## src/hw/rtl/lmbe_pkg.sv

```systemverilog
package lmbe_pkg;

  localparam int unsigned NumLeds = 8;
  localparam int unsigned IdxW    = 3;
  localparam int unsigned CntW    = 4;
  localparam int unsigned ModeW   = 2;
  localparam int unsigned ColorW  = 4;
  localparam int unsigned TimeW   = 32;
  localparam int unsigned HalfW   = 16;

  localparam int unsigned InDataW  = 48;
  localparam int unsigned OutDataW = 32;
  localparam int unsigned CfgDataW = 16;

  localparam int unsigned CfgAW = ModeW + ColorW;
  localparam int unsigned CfgBW = 1 + TimeW;

  localparam logic [CntW-1:0]  LedsReset = CntW'(8);
  localparam logic [HalfW-1:0] HalfReset = HalfW'(500);

  localparam logic CFG_LEDS_IN_USE   = 1'b0;
  localparam logic CFG_BLINK_HALF_MS = 1'b1;

  localparam logic ACT_SET_MODE = 1'b0;
  localparam logic ACT_TICK     = 1'b1;

  localparam logic [ModeW-1:0] MODE_OFF   = 2'd0;
  localparam logic [ModeW-1:0] MODE_ON    = 2'd1;
  localparam logic [ModeW-1:0] MODE_BLINK = 2'd2;

  typedef enum logic {
    ST_IDLE,
    ST_WALK
  } state_e;

  typedef struct packed {
    logic [7:0] blue;
    logic [7:0] green;
    logic [7:0] red;
  } rgb_t;

  function automatic rgb_t palette(input logic [ColorW-1:0] id);
    rgb_t c;
    c = '{red: 8'd0, green: 8'd0, blue: 8'd0};
    case (id)
      4'd1:    c = '{red: 8'd255, green: 8'd255, blue: 8'd255};
      4'd2:    c = '{red: 8'd255, green: 8'd0,   blue: 8'd0};
      4'd3:    c = '{red: 8'd0,   green: 8'd128, blue: 8'd0};
      4'd4:    c = '{red: 8'd0,   green: 8'd0,   blue: 8'd255};
      4'd5:    c = '{red: 8'd255, green: 8'd255, blue: 8'd0};
      4'd6:    c = '{red: 8'd0,   green: 8'd255, blue: 8'd255};
      4'd7:    c = '{red: 8'd255, green: 8'd0,   blue: 8'd255};
      4'd8:    c = '{red: 8'd255, green: 8'd165, blue: 8'd0};
      4'd9:    c = '{red: 8'd128, green: 8'd0,   blue: 8'd128};
      4'd10:   c = '{red: 8'd255, green: 8'd192, blue: 8'd203};
      default: c = '{red: 8'd0,   green: 8'd0,   blue: 8'd0};
    endcase
    return c;
  endfunction

endpackage

```

## src/hw/rtl/lmbe_ram.sv

```systemverilog
module lmbe_ram #(
  parameter int unsigned Width = 8,
  parameter int unsigned Depth = 8,
  localparam int unsigned AddrW = (Depth > 1) ? $clog2(Depth) : 1
) (
  input  logic             clk_i,
  input  logic             we_i,
  input  logic [AddrW-1:0] waddr_i,
  input  logic [Width-1:0] wdata_i,
  input  logic             re_i,
  input  logic [AddrW-1:0] raddr_i,
  output logic [Width-1:0] rdata_o
);

  logic [Width-1:0] mem_q [Depth];
  logic [Width-1:0] rdata_q;

  always_ff @(posedge clk_i) begin
    if (we_i) begin
      mem_q[waddr_i] <= wdata_i;
    end
    if (re_i) begin
      rdata_q <= mem_q[raddr_i];
    end
  end

  assign rdata_o = rdata_q;

endmodule

```

## src/hw/rtl/led_mode_blink_engine_core.sv

```systemverilog
// LED mode and blink engine. A set-mode transfer (tuser 0) writes the mode and
// palette colour of one LED and gives no output; an index at or beyond the LED
// count is dropped. A tick transfer (tuser 1) carries the millisecond time and
// walks the LEDs in use (leds_in_use, capped at eight) from index 0, giving one
// colour transfer per LED with tlast on the final one. The per-LED state lives
// in two 8-entry RAMs with a registered read, and the walk reads the next entry
// while it writes back the current one. The walk stalls while a result waits
// for the output side. The input is held off while a tick walk is in progress.
// Configuration writes are taken in any cycle.
module led_mode_blink_engine_core (
  input  logic                             clk_i,
  input  logic                             rst_ni,
  input  logic                             cfg_valid_i,
  output logic                             cfg_ready_o,
  input  logic                             cfg_index_i,
  input  logic [lmbe_pkg::CfgDataW-1:0]    cfg_data_i,
  input  logic                             s_axis_tvalid,
  output logic                             s_axis_tready,
  // tdata: led_index[2:0], mode[4:3], color_id[8:5], now_ms[40:9], zero fill.
  input  logic [lmbe_pkg::InDataW-1:0]     s_axis_tdata,
  // tuser: action.
  input  logic                             s_axis_tuser,
  output logic                             m_axis_tvalid,
  input  logic                             m_axis_tready,
  // tdata: out_index[2:0], red[10:3], green[18:11], blue[26:19], zero fill.
  output logic [lmbe_pkg::OutDataW-1:0]    m_axis_tdata,
  output logic                             m_axis_tlast
);

  logic [lmbe_pkg::CntW-1:0]  leds_q;
  logic [lmbe_pkg::HalfW-1:0] half_q;

  lmbe_pkg::state_e state_q, state_d;
  logic [lmbe_pkg::IdxW-1:0]  idx_q, idx_d;
  logic [lmbe_pkg::CntW-1:0]  count_q, count_d;
  logic [lmbe_pkg::TimeW-1:0] now_q, now_d;

  logic [lmbe_pkg::NumLeds-1:0] va_q, va_d;
  logic [lmbe_pkg::NumLeds-1:0] vb_q, vb_d;
  logic va_rd_q, va_rd_d;
  logic vb_rd_q, vb_rd_d;

  logic                          out_valid_q, out_valid_d;
  logic [lmbe_pkg::IdxW-1:0]     out_index_q, out_index_d;
  lmbe_pkg::rgb_t                out_rgb_q, out_rgb_d;
  logic                          out_last_q, out_last_d;

  logic [lmbe_pkg::IdxW-1:0]     in_index;
  logic [lmbe_pkg::ModeW-1:0]    in_mode;
  logic [lmbe_pkg::ColorW-1:0]   in_color;
  logic [lmbe_pkg::TimeW-1:0]    in_now;

  logic [lmbe_pkg::CntW-1:0]     count_eff;
  logic                          accept;
  logic                          tick_go;
  logic                          set_we;
  logic                          advance;
  logic                          is_last;

  logic                          re;
  logic [lmbe_pkg::IdxW-1:0]     raddr;
  logic [lmbe_pkg::CfgAW-1:0]    a_wdata, a_rdata;
  logic [lmbe_pkg::CfgBW-1:0]    b_wdata, b_rdata;

  logic [lmbe_pkg::ModeW-1:0]    cur_mode;
  logic [lmbe_pkg::ColorW-1:0]   cur_color;
  logic [lmbe_pkg::TimeW-1:0]    cur_time;
  logic                          cur_lit;
  logic [lmbe_pkg::TimeW-1:0]    elapsed;
  logic                          toggle;
  logic                          new_lit;
  logic [lmbe_pkg::TimeW-1:0]    new_time;
  lmbe_pkg::rgb_t                cur_rgb;

  assign in_index = s_axis_tdata[2:0];
  assign in_mode  = s_axis_tdata[4:3];
  assign in_color = s_axis_tdata[8:5];
  assign in_now   = s_axis_tdata[40:9];

  assign cfg_ready_o = 1'b1;

  always_ff @(posedge clk_i or negedge rst_ni) begin
    if (!rst_ni) begin
      leds_q <= lmbe_pkg::LedsReset;
      half_q <= lmbe_pkg::HalfReset;
    end else if (cfg_valid_i) begin
      if (cfg_index_i == lmbe_pkg::CFG_LEDS_IN_USE) begin
        leds_q <= cfg_data_i[lmbe_pkg::CntW-1:0];
      end else begin
        half_q <= cfg_data_i[lmbe_pkg::HalfW-1:0];
      end
    end
  end

  assign count_eff = (leds_q > lmbe_pkg::CntW'(lmbe_pkg::NumLeds))
                   ? lmbe_pkg::CntW'(lmbe_pkg::NumLeds) : leds_q;

  assign accept  = s_axis_tvalid && s_axis_tready;
  assign tick_go = accept && (s_axis_tuser == lmbe_pkg::ACT_TICK)
                   && (count_eff != '0);
  assign set_we  = accept && (s_axis_tuser == lmbe_pkg::ACT_SET_MODE)
                   && ({1'b0, in_index} < count_eff);
  assign advance = (state_q == lmbe_pkg::ST_WALK)
                   && (!out_valid_q || m_axis_tready);
  assign is_last = (({1'b0, idx_q} + lmbe_pkg::CntW'(1)) == count_q);

  assign re    = tick_go || (advance && !is_last);
  assign raddr = accept ? '0 : idx_q + lmbe_pkg::IdxW'(1);

  always_comb begin
    state_d = state_q;
    case (state_q)
      lmbe_pkg::ST_IDLE: begin
        if (tick_go) begin
          state_d = lmbe_pkg::ST_WALK;
        end
      end
      lmbe_pkg::ST_WALK: begin
        if (advance && is_last) begin
          state_d = lmbe_pkg::ST_IDLE;
        end
      end
      default: state_d = lmbe_pkg::ST_IDLE;
    endcase
  end

  always_comb begin
    s_axis_tready = 1'b0;
    case (state_q)
      lmbe_pkg::ST_IDLE: s_axis_tready = 1'b1;
      lmbe_pkg::ST_WALK: s_axis_tready = 1'b0;
      default:           s_axis_tready = 1'b0;
    endcase
  end

  assign a_wdata = {in_mode, in_color};

  lmbe_ram #(
    .Width(lmbe_pkg::CfgAW),
    .Depth(lmbe_pkg::NumLeds)
  ) u_ram_mode (
    .clk_i  (clk_i),
    .we_i   (set_we),
    .waddr_i(in_index),
    .wdata_i(a_wdata),
    .re_i   (re),
    .raddr_i(raddr),
    .rdata_o(a_rdata)
  );

  lmbe_ram #(
    .Width(lmbe_pkg::CfgBW),
    .Depth(lmbe_pkg::NumLeds)
  ) u_ram_blink (
    .clk_i  (clk_i),
    .we_i   (advance),
    .waddr_i(idx_q),
    .wdata_i(b_wdata),
    .re_i   (re),
    .raddr_i(raddr),
    .rdata_o(b_rdata)
  );

  // Entries never written read as their reset value.
  always_comb begin
    cur_mode  = va_rd_q ? a_rdata[lmbe_pkg::CfgAW-1:lmbe_pkg::ColorW] : lmbe_pkg::MODE_OFF;
    cur_color = va_rd_q ? a_rdata[lmbe_pkg::ColorW-1:0] : '0;
    cur_lit   = vb_rd_q ? b_rdata[lmbe_pkg::TimeW] : 1'b0;
    cur_time  = vb_rd_q ? b_rdata[lmbe_pkg::TimeW-1:0] : '0;
    elapsed   = now_q - cur_time;
    toggle    = (cur_mode == lmbe_pkg::MODE_BLINK)
                && (elapsed > {{(lmbe_pkg::TimeW-lmbe_pkg::HalfW){1'b0}}, half_q});
    new_lit   = cur_lit ^ toggle;
    new_time  = toggle ? now_q : cur_time;
    if ((cur_mode == lmbe_pkg::MODE_ON)
        || ((cur_mode == lmbe_pkg::MODE_BLINK) && new_lit)) begin
      cur_rgb = lmbe_pkg::palette(cur_color);
    end else begin
      cur_rgb = lmbe_pkg::palette('0);
    end
  end

  assign b_wdata = {new_lit, new_time};

  always_comb begin
    idx_d   = idx_q;
    count_d = count_q;
    now_d   = now_q;
    va_d    = va_q;
    vb_d    = vb_q;
    va_rd_d = va_rd_q;
    vb_rd_d = vb_rd_q;
    if (tick_go) begin
      idx_d   = '0;
      count_d = count_eff;
      now_d   = in_now;
    end else if (advance) begin
      idx_d = idx_q + lmbe_pkg::IdxW'(1);
    end
    if (set_we) begin
      va_d[in_index] = 1'b1;
    end
    if (advance) begin
      vb_d[idx_q] = 1'b1;
    end
    if (re) begin
      va_rd_d = va_q[raddr];
      vb_rd_d = vb_q[raddr];
    end
  end

  always_comb begin
    out_valid_d = out_valid_q;
    out_index_d = out_index_q;
    out_rgb_d   = out_rgb_q;
    out_last_d  = out_last_q;
    if (advance) begin
      out_valid_d = 1'b1;
      out_index_d = idx_q;
      out_rgb_d   = cur_rgb;
      out_last_d  = is_last;
    end else if (m_axis_tready) begin
      out_valid_d = 1'b0;
    end
  end

  always_ff @(posedge clk_i or negedge rst_ni) begin
    if (!rst_ni) begin
      state_q     <= lmbe_pkg::ST_IDLE;
      idx_q       <= '0;
      count_q     <= '0;
      va_q        <= '0;
      vb_q        <= '0;
      va_rd_q     <= 1'b0;
      vb_rd_q     <= 1'b0;
      out_valid_q <= 1'b0;
      out_last_q  <= 1'b0;
    end else begin
      state_q     <= state_d;
      idx_q       <= idx_d;
      count_q     <= count_d;
      va_q        <= va_d;
      vb_q        <= vb_d;
      va_rd_q     <= va_rd_d;
      vb_rd_q     <= vb_rd_d;
      out_valid_q <= out_valid_d;
      out_last_q  <= out_last_d;
    end
  end

  always_ff @(posedge clk_i) begin
    now_q       <= now_d;
    out_index_q <= out_index_d;
    out_rgb_q   <= out_rgb_d;
  end

  assign m_axis_tvalid = out_valid_q;
  assign m_axis_tlast  = out_last_q;
  assign m_axis_tdata  = {5'd0, out_rgb_q.blue, out_rgb_q.green, out_rgb_q.red,
                          out_index_q};

endmodule

```

## config.mk

```make
export PLATFORM = sky130hd
export DESIGN_NAME = led_mode_blink_engine_core
export DESIGN_NICKNAME = d
export VERILOG_FILES = /design/src/hw/rtl/lmbe_pkg.sv /design/src/hw/rtl/lmbe_ram.sv /design/src/hw/rtl/led_mode_blink_engine_core.sv
export SDC_FILE = /design/constraint.sdc
export NUM_CORES = 1
export LEC_CHECK = 0
export ABC_CLOCK_PERIOD_IN_PS = 6500
export BUFFER_PORTS_ARGS = -buffer_cell sky130_fd_sc_hd__buf_2
export CORE_UTILIZATION = 58
export DETAILED_ROUTE_END_ITERATION = 10
export PLACE_DENSITY_LB_ADDON = 0.3
export SYNTH_ARGS = -nofsm -noshare
export SYNTH_HDL_FRONTEND = slang
export SYNTH_SLANG_ARGS = --single-unit
```

## constraint.sdc

```tcl
create_clock -name clk_i -period 6.5 [get_ports clk_i]
set_input_delay 0.65 -clock clk_i [delete_from_list [all_inputs] [get_ports clk_i]]
set_output_delay 0.65 -clock clk_i [all_outputs]
set_load 0.02 [all_outputs]
```

==> out/results.txt, run 1 <==
Initial Util - 0.588
period utilization - 0.947
H-tree depth - 2
crit path cell chain - buf_12 -> nand2_1 -> ha_1 -> a21oi_1 -> o21ai_0 -> a31oi_1 -> nor2_1 -> nor2_1 -> xnor2_1 -> ha_1 -> nand4_1 -> nor4_1 -> nand4_1 -> o41a_1 -> a2111oi_2 -> o2111ai_1 -> or4_1 -> o41ai_4 -> buf_4 -> buf_6 -> mux2i_1 -> buf_4
FP Rows - 69
Clk Latency, worst-skew pair - 0.56 ns
critical path fanouts, max - 26
DRT Pass-1 Iters - 6
Root Buffer - clkbuf_16
YS warnings - 0
post-synth cell types - 68
Die X - 192 microns
status - finished clean
flop and latch count out of synthesis - 443
antenna viol nets, final - 0
Worst Skew - 0.0252 ns
IO buf count - 93
Crit path max-delay family - compound AO/OA/AOI/OAI gates
CTS sink count - 443
most used routing layer - met2
Hold Fails Final Rpt - 0
clk slew on worst S/H paths - 0.06 ns
final core area utilization - 0.661
CTS tree - yes
asr flop ratio synth - 0.108
area grow syn2layout - 12.4%
synthesized instance count - 1,818
first-pass GRT wire length - 79,500 microns
Levels on crit path - 22
vias in the first global route - 13,853
Main synth FF type - edfxtp_1
leakage - 8.78 nW
layout cell share with drive strength beyond 1 - 0.151
met2 Use GR - 0.454
ANT cells - 0
routed wire length - 52,800 microns
die area - 36,700 sq um
Worst-Margin Slew - 1.03 ns
residual DRC count - 0
Crit-path slowest cell - or4_1
Clock Path Buffers - 3
routed vias/inst - 6.22
Crit. Startpoint - vb_rd_q
Max-cap violations - 0
total track usage - 0.288
CTS Hold Bufs - 0
max_slew headroom - 0.307
core area - 35,500 sq um
worst r2r src - vb_rd_q
RSZ-0062 raised after global routing - no
critical path class - reg2reg
Seq/Total Area, Yosys - 0.627
initial antenna violation count - 0
Nets - 2,017
fmax - 0.163 GHz
Power Density - 530 nW/um^2
worst IR drop on VDD - 0.000357 V
clock buffer count from CTS - 44
detailed-route via count - 14,811
CP startpoint kind - flip-flop
Pins Over Slew Limit - 0
Final Setup Violations - 0
Die H - 192 microns
Post-synth EDFFs - 395
largest net degree at the start of global routing - 140
worst r2r path cells - 22
CP max stage delay - 0.66 ns
GP Congestion - 0.903
hold crit path type - in2async
syn_area_per_cell - 11.5 sq um
dpl hpwl - 32,000 microns
min Tclk post-route - 6.15 ns
Netlist Area Pre-Place - 20,800 sq um
GR met3 Demand/Resource - 0.0513
crit path capture type - flip-flop
Required @ worst endpoint - 6.90 ns
met1 Use GR - 0.408
CP Buf/Inv Count - 4
CP arrival - 6.56 ns
total I/O pin count - 107
DR WL/cell - 22.2 microns
Setup TNS Final - 0 ns
gr ovfl total - 0
DR iter-0 viols - 1,625
## registers in the layout, summed over array words and instances (netlist names), 3 cells and up
| register | flops |
|---|---|
| count_q | 4 |
| half_q | 16 |
| idx_q | 3 |
| leds_q | 4 |
| m_axis_tdata | 9 |
| now_q | 32 |
| out_index_q | 3 |
| u_ram_blink.mem_q | 264 |
| u_ram_blink.rdata_o | 33 |
| u_ram_mode.mem_q | 48 |
| u_ram_mode.rdata_o | 6 |
| va_q | 8 |
| vb_q | 8 |
## where the power goes
group / total [W] / internal, W / switching [W]
sequential: 0.00437 / 0.00415 / 0.000225
clock: 0.00250 / 0.00146 / 0.00104
combinational: 0.00554 / 0.00178 / 0.00376
## cell type report
type | count | area [sq um]
flip-flops and latches | 443 | 13100
inverters | 67 | 251
fillers | 2439 | 12000
clock inverters | 16 | 169
multi-input cells | 1194 | 7260
repair buffers | 138 | 850
well taps | 461 | 577
clock buffers | 64 | 1260
## cell families (layout without fill, tap and decap cells)
logic type | Yosys count | in the layout | share of synthesized area
fa+ha+maj | 58 | 58 | 0.0352
simple gates | 691 | 691 | 0.154
buf+inv | 185 | 285 | 0.0385
other cells | 2 | 6 | 0.000360
flops | 443 | 443 | 0.627
compound gates | 353 | 353 | 0.104
mux | 59 | 59 | 0.0297
xor+xnor | 27 | 27 | 0.0117
## per-stage QoR
step / power, W / worst slack [ns] / cells / instance area (sq um) / hold slack, ns
detailed placement: 0.00970 / 0.0233 / 2301 / 21800 / 0.454
CTS: 0.0122 / 0.0152 / 2381 / 23200 / 0.214
global placement: 0.00954 / 0.290 / 2301 / 21800 / 0.445
floorplan: 0.00807 / 0.577 / 1822 / 20900 / 0.354
global route: 0.0131 / 0.0899 / 2383 / 23400 / 0.251
finish: 0.0124 / 0.346 / 2383 / 23400 / 0.214
## routing by layer
| layer | vias up | share of wire |
|---|---|---|
| met5 | - | 0 |
| met4 | 0 | 0.026 |
| met3 | 107 | 0.095 |
| met2 | 759 | 0.46 |
| met1 | 7192 | 0.41 |
| li1 | 6753 | - |
## cells in the mapped netlist, drive strengths merged (5+ instances only)
cell type  number  area, sq um
inv            67          251
a22oi          10         75.1
buf            31          224
nor3           15         75.1
a31oi           7         43.8
ha             57          713
nor4            5         31.3
xnor2          20          175
a211oi          6         45.0
xor2            7         68.8
clkbuf         87          327
o21ai         118          591
mux2i          36          360
nand2b         15         93.8
or3            85          532
o211ai         45          338
dfstp           7          184
nand4          25          156
mux2           23          259
edfxtp        395        11900
nand2         308         1160
or2            18          113
nand3          99          495
dfrtp          41         1030
a2111oi         5         51.3
a21o           18          135
o21a            6         45.0
nor2b          17          106
o31ai          12         90.1
nor2           88          330
a21oi          98          490
## layout by cell type, fill, tap and decap left out, types with 16 or more instances in the layout
cell type,netlist,layout
edfxtp_1,395,395
buf_2,5,93
nand4_1,25,25
buf_4,21,41
ha_1,57,57
mux2_2,22,22
o21ai_0,114,112
xnor2_1,20,20
nor2_1,88,80
a21o_1,18,18
nor2b_1,17,16
nand2_1,308,307
a21oi_1,98,97
o211ai_1,45,45
inv_1,67,66
clkbuf_16,0,47
dfrtp_1,41,40
or3_1,85,85
or2_2,18,18
nand3_1,99,99
mux2i_2,0,16
## worst paths after layout
check	to	slack (ns)
min in group clk_i	now_q[21]	0.27
worst max-delay path	u_ram_blink.mem_q[5][12]	0.35
worst min register to register	va_q[7]	0.47
worst min-delay path	leds_q[1]	0.21
worst max register to register	u_ram_blink.mem_q[5][12]	0.35
max in group asynchronous	idx_q[0]	5.80
## timing repair
item / CTS / global route
hold endpoints to repair: 0 / 0
setup endpoints to repair: 0 / 232
buffers inserted: 0 / 1
gates resized for setup: 0 / 38
Note: power is estimated with default switching activity, not from simulation.
==> run 2, diff against run 1 <==
--- a/config.mk
+++ b/config.mk
@@ -7,9 +7,11 @@
 export LEC_CHECK = 0
 export ABC_CLOCK_PERIOD_IN_PS = 6500
 export BUFFER_PORTS_ARGS = -buffer_cell sky130_fd_sc_hd__buf_2
-export CORE_UTILIZATION = 58
+export CELL_PAD_IN_SITES_DETAIL_PLACEMENT = 1
+export CELL_PAD_IN_SITES_GLOBAL_PLACEMENT = 2
+export CORE_UTILIZATION = 42
 export DETAILED_ROUTE_END_ITERATION = 10
-export PLACE_DENSITY_LB_ADDON = 0.3
+export PLACE_DENSITY_LB_ADDON = 0.1
 export SYNTH_ARGS = -nofsm -noshare
 export SYNTH_HDL_FRONTEND = slang
 export SYNTH_SLANG_ARGS = --single-unit
==> out/results.txt, run 2 (synthesis gave the netlist of run 1 again) <==
GP Congestion - 0.920
min Tclk post-route - 6.26 ns
CP startpoint kind - flip-flop
Seq pwr share - 0.347
worst IR drop on VDD - 0.000395 V
Fillers - 5,168
Final Setup Violations - 0
Crit-path slowest cell - or4_4
leading cell types in the layout, fill and taps excluded - edfxtp_1, nand2_1, o21ai_0
first-pass GRT wire length - 91,700 microns
Die H - 225 microns
vias in the first global route - 15,101
reg2reg setup slack - 0.24 ns
DR WL/cell - 23.7 microns
crit path capture type - flip-flop
Nets - 2,029
Worst Skew - 0.0278 ns
IO buf count - 93
antenna viol nets, final - 0
CTS tree - yes
Required @ worst endpoint - 6.85 ns
DRT Pass-1 Iters - 5
initial antenna violation count - 0
Hold Fails Final Rpt - 0
Clk Latency, worst-skew pair - 0.61 ns
residual DRC count - 0
Initial Util - 0.426
max_slew headroom - 0.202
area of the multi-input gates - 7300 sq um
hold_ws - 0.160 ns
WL met2 - 30,000 microns
Largest register FFs - 264
critical path class - reg2reg
Pins Over Slew Limit - 0
die area - 50,500 sq um
M1 wire length - 28,600 microns
Psw - 0.00527 W
RR Endpoint - u_ram_blink.mem_q[5][21]
commonest non-fill, non-tap cell in the layout - edfxtp_1
clock buffer count from CTS - 49
critical path fanouts, max - 17
Comb pwr share - 0.443
ANT cells - 0
area grow syn2layout - 14.5%
Sw Ratio - 0.414
gr ovfl total - 0
hold crit path type - in2async
core area - 49,000 sq um
Die X - 225 microns
crit path cell chain - and2_1 -> ha_1 -> fa_1 -> nand2b_1 -> a21oi_1 -> buf_4 -> o21ai_0 -> nand2_1 -> xor2_1 -> ha_1 -> nand4_1 -> nor4_1 -> a21boi_0 -> o41a_1 -> a2111oi_2 -> o2111ai_1 -> or4_4 -> o41ai_4 -> buf_4 -> clkbuf_16 -> mux2i_2
Crit path max-delay family - compound AO/OA/AOI/OAI gates
met3 WL - 2200 microns
Power Density - 533 nW/um^2
CP Buf/Inv Count - 3
worst r2r path cells - 21
CP arrival - 6.61 ns
detailed-route via count - 14,571
clk slew on worst S/H paths - 0.06 ns
Root Buffer - clkbuf_16
FP Rows - 81
DR top layer - met4
sequential cell area - 13,100 sq um
period utilization - 0.963
status - finished clean
CTS Hold Bufs - 0
cell count after placement - 2,510
fmax - 0.160 GHz
routed wire length - 61,600 microns
CP max stage delay - 0.62 ns
CTS sink count - 443
Max-cap violations - 0
routed vias/inst - 5.60
Non-Filler Instances - 2,602
leakage - 8.87 nW
final core area utilization - 0.488
Worst-Margin Slew - 1.19 ns
largest reg by FF count - u_ram_blink.mem_q
RSZ-0062 raised after global routing - yes
total track usage - 0.243
H-tree depth - 2
largest net degree at the start of global routing - 70
Clock Path Buffers - 3
layout cell share with drive strength beyond 1 - 0.158
clock share of power - 0.211
Pint - 0.00746 W
DR iter-0 viols - 1,134
dpl hpwl - 37,700 microns
worst r2r src - vb_rd_q
total I/O pin count - 107
==> run 2: cell count changes in the layout (fill, tap and decap cells not counted), sizes merged <==
cell / before / now
buf: 137 / 144
inv: 68 / 69
clkbuf: 65 / 61
clkinvlp: 1 / 2
clkinv: 11 / 22
==> run 2: final cells by class <==
class                           count  share of cell area
Clock buffer                       60              0.0531
Timing Repair Buffer              145              0.0371
Sequential cell                   443               0.548
Multi-Input combinational cell   1194               0.306
Inverter                           67              0.0105
Tap cell                          664              0.0348
Clock inverter                     29              0.0112
==> run 2: how the worst max path moves through the flow <==
stage,from,endpoint,slack [ns],cells after the start
floorplan,vb_rd_q,u_ram_blink.mem_q[0][22],0.58,22
global placement,vb_rd_q,u_ram_blink.mem_q[7][3],0.11,20
detailed placement,vb_rd_q,u_ram_blink.mem_q[2][25],-0.14,20
CTS,vb_rd_q,u_ram_blink.mem_q[3][3],-0.15,20
global route,vb_rd_q,u_ram_blink.mem_q[3][28],-0.08,21
finish,vb_rd_q,u_ram_blink.mem_q[5][21],0.24,21
==> run 2: worst reg2reg max path, delay by kind of cell, from the launching register on <==
family / cells / cell delay [ns]
muxes: 1 / 0.47
DFF: 1 / 0.52
AOI/OAI and AO/OA: 7 / 1.93
adders and majority gates: 3 / 0.87
and+or+nand+nor: 6 / 1.40
xor gates and xnor gates: 1 / 0.20
buffers and inverters: 3 / 0.63
==> run 2: repair_timing <==
item                                    in CTS  in global routing
gates resized for setup                      3                 42
buffers inserted                             0                  2
pin swaps                                    0                  1
gates cloned                                 0                  1
endpoints found under the setup margin     192                264
==> run 2: stage by stage <==
| step | setup WS [ns] | total power, W | area [sq um] | setup TNS, ns |
|---|---|---|---|---|
| 2_1_floorplan | 0.577 | 0.00807 | 20900 | 0 |
| 3_5_place_dp | -0.143 | 0.00992 | 22100 | -14.89 |
| 3_3_place_gp | 0.106 | 0.00977 | 22100 | 0 |
| 5_1_grt | -0.0818 | 0.0135 | 23900 | -4.76 |
| 4_1_cts | -0.153 | 0.0127 | 23600 | -16.20 |
| 6_report | 0.240 | 0.0127 | 23900 | 0 |
==> run 2: metal layers <==
layer,vias up,GRT usage
met2,270,0.407
li1,6771,-
met4,0,0.0551
met5,-,0
met1,7474,0.339
met3,56,0.0266
==> run 2: power by group through the flow <==
stage	combinational [W]	sequential, W	clock (W)
floorplan	0.00367	0.00440	0
global placement	0.00533	0.00444	0
CTS	0.00550	0.00442	0.00273
finish	0.00563	0.00441	0.00268
detailed placement	0.00546	0.00447	0
global route	0.00621	0.00446	0.00282
